--- config.mk ---
export PLATFORM = sky130hd
export DESIGN_NAME = cunrank_ctrl
export DESIGN_NICKNAME = d
export VERILOG_FILES = /design/src/rtl/cunrank_pkg.sv /design/src/rtl/cunrank_ctrl.sv
export SDC_FILE = /design/constraint.sdc
export NUM_CORES = 1
export LEC_CHECK = 0
export ABC_CLOCK_PERIOD_IN_PS = 4800
export CAP_MARGIN = 0
export CORE_MARGIN = 1
export CORE_UTILIZATION = 41
export DETAILED_ROUTE_END_ITERATION = 16
export DONT_BUFFER_PORTS = 1
export PLACE_DENSITY_LB_ADDON = 0.25
export SYNTH_ARGS = -nofsm -noshare
export SYNTH_HDL_FRONTEND = slang
export SYNTH_SLANG_ARGS = --single-unit
export TNS_END_PERCENT = 30
--- constraint.sdc ---
create_clock -name clk -period 4.8 [get_ports clk]
set_clock_uncertainty 0.1 [all_clocks]
set_input_delay 0.24 -clock clk [delete_from_list [all_inputs] [get_ports clk]]
set_output_delay 0.24 -clock clk [all_outputs]
set_load 0.005 [all_outputs]
--- src/rtl/cunrank_pkg.sv ---
// Shared constants and controller/datapath interface types for the combination unrank unit.
package cunrank_pkg;

    localparam int MAX_ITEMS_DEF = 32;
    localparam int MASK_W        = 32;
    localparam int RANK_W        = 32;
    localparam int K_W           = 6;
    localparam int CAND_W        = 5;
    localparam int BINOM_W       = 32;
    localparam int IN_TDATA_W    = 40;

    localparam logic [K_W-1:0] ITEM_COUNT_RST = 6'd32;

    typedef struct packed {
        logic              load;
        logic              build;
        logic              check;
        logic              step;
        logic              emit;
        logic [CAND_W-1:0] cand;
    } cu_cmd_t;

    typedef struct packed {
        logic           out_free;
        logic [K_W-1:0] item_n;
    } cu_sts_t;

endpackage

--- src/rtl/cunrank_ctrl.sv ---
// Sequencer for the combination unrank unit: build, range check, descent, result.
module cunrank_ctrl
    import cunrank_pkg::*;
(
    input  logic    clk,
    input  logic    rst_n,
    input  logic    in_valid,
    output logic    in_ready,
    input  cu_sts_t sts,
    output cu_cmd_t cmd
);

    typedef enum logic [4:0] {
        S_IDLE  = 5'b00001,
        S_BUILD = 5'b00010,
        S_CHECK = 5'b00100,
        S_DESC  = 5'b01000,
        S_DONE  = 5'b10000
    } state_t;

    state_t         state_reg, state_next;
    logic [K_W-1:0] cnt_reg, cnt_next;
    logic [K_W-1:0] n_reg, n_next;
    logic [K_W-1:0] cnt_dec;

    assign cnt_dec  = cnt_reg - K_W'(1);
    assign in_ready = (state_reg == S_IDLE);

    always_comb
    begin
        state_next = state_reg;
        cnt_next   = cnt_reg;
        n_next     = n_reg;
        cmd        = '0;
        cmd.cand   = cnt_dec[CAND_W-1:0];
        unique case (state_reg)
            S_IDLE:
            begin
                if (in_valid)
                begin
                    cmd.load   = 1'b1;
                    n_next     = sts.item_n;
                    cnt_next   = '0;
                    state_next = S_BUILD;
                end
            end
            S_BUILD:
            begin
                // one Pascal row per cycle, rows 0..n
                cmd.build = 1'b1;
                if (cnt_reg == n_reg)
                    state_next = S_CHECK;
                else
                    cnt_next = cnt_reg + K_W'(1);
            end
            S_CHECK:
            begin
                cmd.check = 1'b1;
                cnt_next  = n_reg;
                if (n_reg == '0)
                    state_next = S_DONE;
                else
                    state_next = S_DESC;
            end
            S_DESC:
            begin
                // candidate is cnt-1, running n-1 down to 0
                cmd.step = 1'b1;
                cnt_next = cnt_dec;
                if (cnt_reg == K_W'(1))
                    state_next = S_DONE;
            end
            S_DONE:
            begin
                if (sts.out_free)
                begin
                    cmd.emit   = 1'b1;
                    state_next = S_IDLE;
                end
            end
            default:
            begin
                state_next = S_IDLE;
            end
        endcase
    end

    always_ff @(posedge clk or negedge rst_n)
    begin
        if (!rst_n)
        begin
            state_reg <= S_IDLE;
            cnt_reg   <= '0;
            n_reg     <= '0;
        end
        else
        begin
            state_reg <= state_next;
            cnt_reg   <= cnt_next;
            n_reg     <= n_next;
        end
    end

endmodule

# Word level (Yosys, flattened, before mapping)
# Cells that the tools add are included.
dict set report classes {
  eq_ne 12
  muxes 16
  reduce_logical 5
  add_sub_neg 2
}
# operator count
set ops {}
lappend ops {{$mux W5} 5}
lappend ops {{$pmux W5 S5} 1}
lappend ops {{$pmux W6 S4} 1}
lappend ops {{$mux W6} 2}
lappend ops {{$ne A2 B2 Y1 const B} 5}
lappend ops {{$mux W1} 7}
lappend ops {{$add A6 B1 Y6 const B} 1}
lappend ops {{$eq A6 B1 Y1 const B} 1}
lappend ops {{$eq A6 B6 Y1} 1}
lappend ops {{$logic_not A6 Y1} 1}
lappend ops {{$sub A6 B1 Y6 const B} 1}
lappend ops {{$eq A5 B1 Y1 const B} 1}
lappend ops {{$eq A5 B2 Y1 const B} 1}
lappend ops {{$eq A5 B3 Y1 const B} 1}
lappend ops {{$eq A5 B4 Y1 const B} 1}
lappend ops {{$eq A5 B5 Y1 const B} 1}
lappend ops {{$reduce_and A4 Y1} 1}
lappend ops {{$reduce_bool A4 Y1} 1}
lappend ops {{$reduce_and A3 Y1} 1}
lappend ops {{$reduce_and A2 Y1} 1}
dict set report totals {
  input_bits 10
  word_cells 38
  register_bits 17
}

# Depth between registers and ports, before layout
dict set report logic_depth {
  depth_word 3
  ltp_mapped 7
  depth_no_buf 6
}

# Least setup slack after synthesis
# No wires, ideal clock.
dict set report synth_path {
  path_kind {register to register}
  start {register state_reg[0]}
  end {register cnt_reg[5]}
  t_arrival_ns 1.621
  synth_period_minus_slack_ns 1.847
  t_required_ns 4.574
  setup_slack_ns 2.953
  stages_incl_launch_ff 8
  n_path_buf 1
  setup_time_ns 0.126
  path_cell_list {dfstp_2 > buf_6 > nor2_4 > nand3_2 > inv_2 > a221o_1 > and4b_1 > a221o_1}
}
dict set report synth_via {
  elab_chain_cells 3
}
# element line
set synth_rtl {}
lappend synth_rtl {{start: declaration} cunrank_ctrl.sv:21} ;# state_t state_reg, state_next;
lappend synth_rtl {{start signal: assignment} cunrank_ctrl.sv:98} ;# state_reg <= state_next;
lappend synth_rtl {{$eq A5 B2 Y1, or another cell as far along} cunrank_ctrl.sv:36} ;# unique case (state_reg)
lappend synth_rtl {{$ne A2 B2 Y1 (no source line) or $reduce_bool A4 Y1 (tied branches)} n/a}
lappend synth_rtl {{$reduce_and A3 Y1 (no source line)} n/a}
lappend synth_rtl {{end signal: assignment} cunrank_ctrl.sv:99} ;# cnt_reg <= cnt_next;
lappend synth_rtl {{end: declaration} cunrank_ctrl.sv:22} ;# logic [K_W-1:0] cnt_reg, cnt_next;
# Parallel ways exist; a longest one is shown, timed or not.
# A chain may end at the register's enable or synchronous reset.

# Final worst setup path
# Ends and elaborated chain as after synthesis.

==> impl_metrics.py <==
metrics = {
    "floorplan": {
        "coreArea_um2": 2760,
        "start_util_pct": 43.1,
        "die_h_um": 55.8,
        "io_pins": 21,
        "rows": 19,
        "dieArea_um2": 3120,
        "die_width_um": 55.8,
    },
    "pwr": {
        "p_int_mw": 0.362,
        "switching_power_mw": 0.275,
        "netSwitchingFraction_pct": 43.2,
        "power_leakage_nw": 0.544,
        "power.density_nw_per_um2": 489,
        "seqPwrFrac_pct": 41.3,
        "comb_power_share_pct": 46.4,
        "power_mw": 0.637,
        "peakVddDrop_uv": 297,
        "p_clk_share_pct": 12.4,
    },
    "yosys": {
        "yosysTopAreaCell": "dfrtp_1",
        "synth_edf_count": 0,
        "syn_area_per_cell_um2": 9.58,
        "synth_ff_type": "dfrtp_1",
        "synth-async-reset-ratio_pct": 100,
        "yosys_register_bits": 17,
        "synth_area_leaders": "dfrtp_1 (34%), xnor2_1 (5.9%), mux2_2 (5.7%)",
        "syn_inst": 124,
        "yosys.cell_types.count": 47,
        "netlist.area_leader.share_pct": 33.7,
        "yosysWarnings": 0,
        "synth_area_um2": 1190,
        "synth_fp_nets": 137,
        "ys_seq_area_share_pct": 35.9,
    },
    "timing": {
        "period_needed_ps": 2060,
        "worstMarginPinSlew_ps": 741,
        "fin_tns_setup_ps": 0,
        "period_share_pct": 42.8,
        "slew_viol_final": 0,
        "finalSetupViolations": 0,
        "relSlewSlack_pct": 50.5,
        "rsz0062_at_grt": "no",
        "max_freq_mhz": 487,
        "setup_ws_ps": 2740,
        "hold_viol_final": 0,
        "hold_ws_ps": 253,
    },
    "setup_path": {
        "crit_required_ps": 4890,
        "critPathMaxFanout": 11,
        "r2r-start": "state_reg[0]",
        "rrSetupSlack_ps": 2740,
        "ff2ff_path_depth": 6,
        "critPathCaptureType": "register",
        "arrival_ps": 2140,
        "critPathLaunchType": "register",
        "reg2reg_to": "cnt_reg[5]",
        "crit_type": "reg2reg",
        "crit_start": "state_reg[0]",
    },
    "clocking": {
        "cts_buffers": 3,
        "cts_setup_buffers": 0,
        "clock_sinks": 17,
        "cts_resized": 0,
        "clkTransAtPathRegs_ps": 100,
        "root_buffer": "clkbuf_4",
        "cts_tree": "yes",
        "htree_num_levels": 1,
        "clock_latency_ps": 300,
        "cts_buffer_depth": 2,
        "holdBufCountCts": 9,
    },
    "status": {
        "status": "completed",
    },
    "routing": {
        "remaining_drc_errors": 0,
        "firstDrtPassIters": 6,
        "wire_per_inst_um": 16.4,
        "drt_iter0_drc": 44,
        "routed-via-count": 967,
        "vias_per_cell": 5.90,
        "routed_wl_mm": 2.69,
        "ant_nets": 0,
    },
    "min_path": {
        "hp-start": "in_valid",
        "holdPathEnd": "state_reg[1]",
        "hold_class": "in2reg",
        "whs_path_depth": 2,
    },
    "finish": {
        "area_growth_pct": 9.59,
        "layout-drive-gt1-share_pct": 15.0,
        "seqCellArea_um2": 427,
        "multi_input_area_um2": 678,
        "n_fill_cell": 287,
        "fin_area_um2": 1300,
        "layout_common_cells": "dfrtp_1 (16), o21ai_0 (11), inv_1 (9), dlygate4sd3_1 (9), xnor2_1 (8)",
        "mostFrequentLayoutCell": "dfrtp_1",
        "antenna_cells": 0,
        "nets": 147,
    },
    "grt": {
        "grt_antenna_before_repair": 0,
        "grt_pass1_wl_mm": 4.56,
        "grt_pass1_vias": 961,
        "grt_overflow_total": 0,
        "grtUsageTotal_pct": 19.0,
        "grt_max_degree": 18,
    },
    "run": {
        "maxCapViolCount": 0,
    },
    "place": {
        "place_congestion": 0.850,
        "placed_cell_area_um2": 1180,
        "port_buffers": 0,
        "pre_cts_slack_ps": 2760,
        "hpwl_mm": 2.04,
    },
}
[how the worst max path moves through the flow]
stage | to | cells after the start
after floorplan | cnt_reg[5] | 7
after global placement | cnt_reg[5] | 6
after detailed placement | cnt_reg[5] | 6
after CTS | cnt_reg[5] | 6
after global routing | cmd[9] | 4
final | cnt_reg[5] | 6
[cell usage after synthesis, types with 2 or more instances]
library cell   n
xor2_1         2
and3_4         2
dfrtp_1       16
nor2_1         5
nand3_1        3
ha_1           3
o21ai_0       11
buf_6          3
o221ai_1       2
a221o_1        2
nor3_1         3
o22ai_1        3
xnor2_1        8
o32ai_1        2
nor3_2         3
mux2_2         6
nor2b_1        3
a21oi_1        5
and3b_1        2
inv_1          9
nand2_1        4
o31ai_1        2
[power groups by stage]
| stage | Combinational (mW) | Sequential (mW) | Clock, mW |
|---|---|---|---|
| CTS | 0.296 | 0.263 | 0.0827 |
| floorplan | 0.271 | 0.229 | 0 |
| detailed placement | 0.287 | 0.267 | 0 |
| global route | 0.329 | 0.271 | 0.0886 |
| finish | 0.295 | 0.263 | 0.0787 |
| global placement | 0.283 | 0.264 | 0 |
[logic make-up after synthesis]
group | count (synthesis) | share of synthesized area [%]
simple gates | 38 | 21.1
compound gates | 35 | 19.8
flops | 17 | 35.9
buf+inv | 15 | 6.95
xor+xnor | 10 | 7.38
mux | 6 | 5.69
fa+ha+maj | 3 | 3.16
[per-stage QoR]
stage          instances  util, %
2_1_floorplan        124        -
3_3_place_gp         151     43.0
3_5_place_dp         151     43.0
4_1_cts              164     47.2
5_1_grt              164     47.2
6_report             164     47.2
[per-layer routing]
layer | GRT usage, % | part of all wire [%] | up-vias
li1 | - | - | 471
met1 | 25.1 | 46 | 474
met2 | 31.0 | 49 | 18
met3 | 4.19 | 3.8 | 4
met4 | 6.27 | 1.3 | 0
met5 | 0 | 0 | -
[layout make-up]
cell class,count,area share (%)
flip-flops and latches,17,32.8
multi-input cells,92,52.1
clock buffers,4,2.02
well taps,31,2.98
inverters,11,3.17
repair buffers,9,6.92
[critical path, cell delays in order (launching register included)]
cell and delay (ps):
dfstp_2 680, nor3_2 100, nand2_2 140, inv_1 140
a221o_1 330, and4b_1 200, a221o_1 270
(Power assumes the default switching activity.)
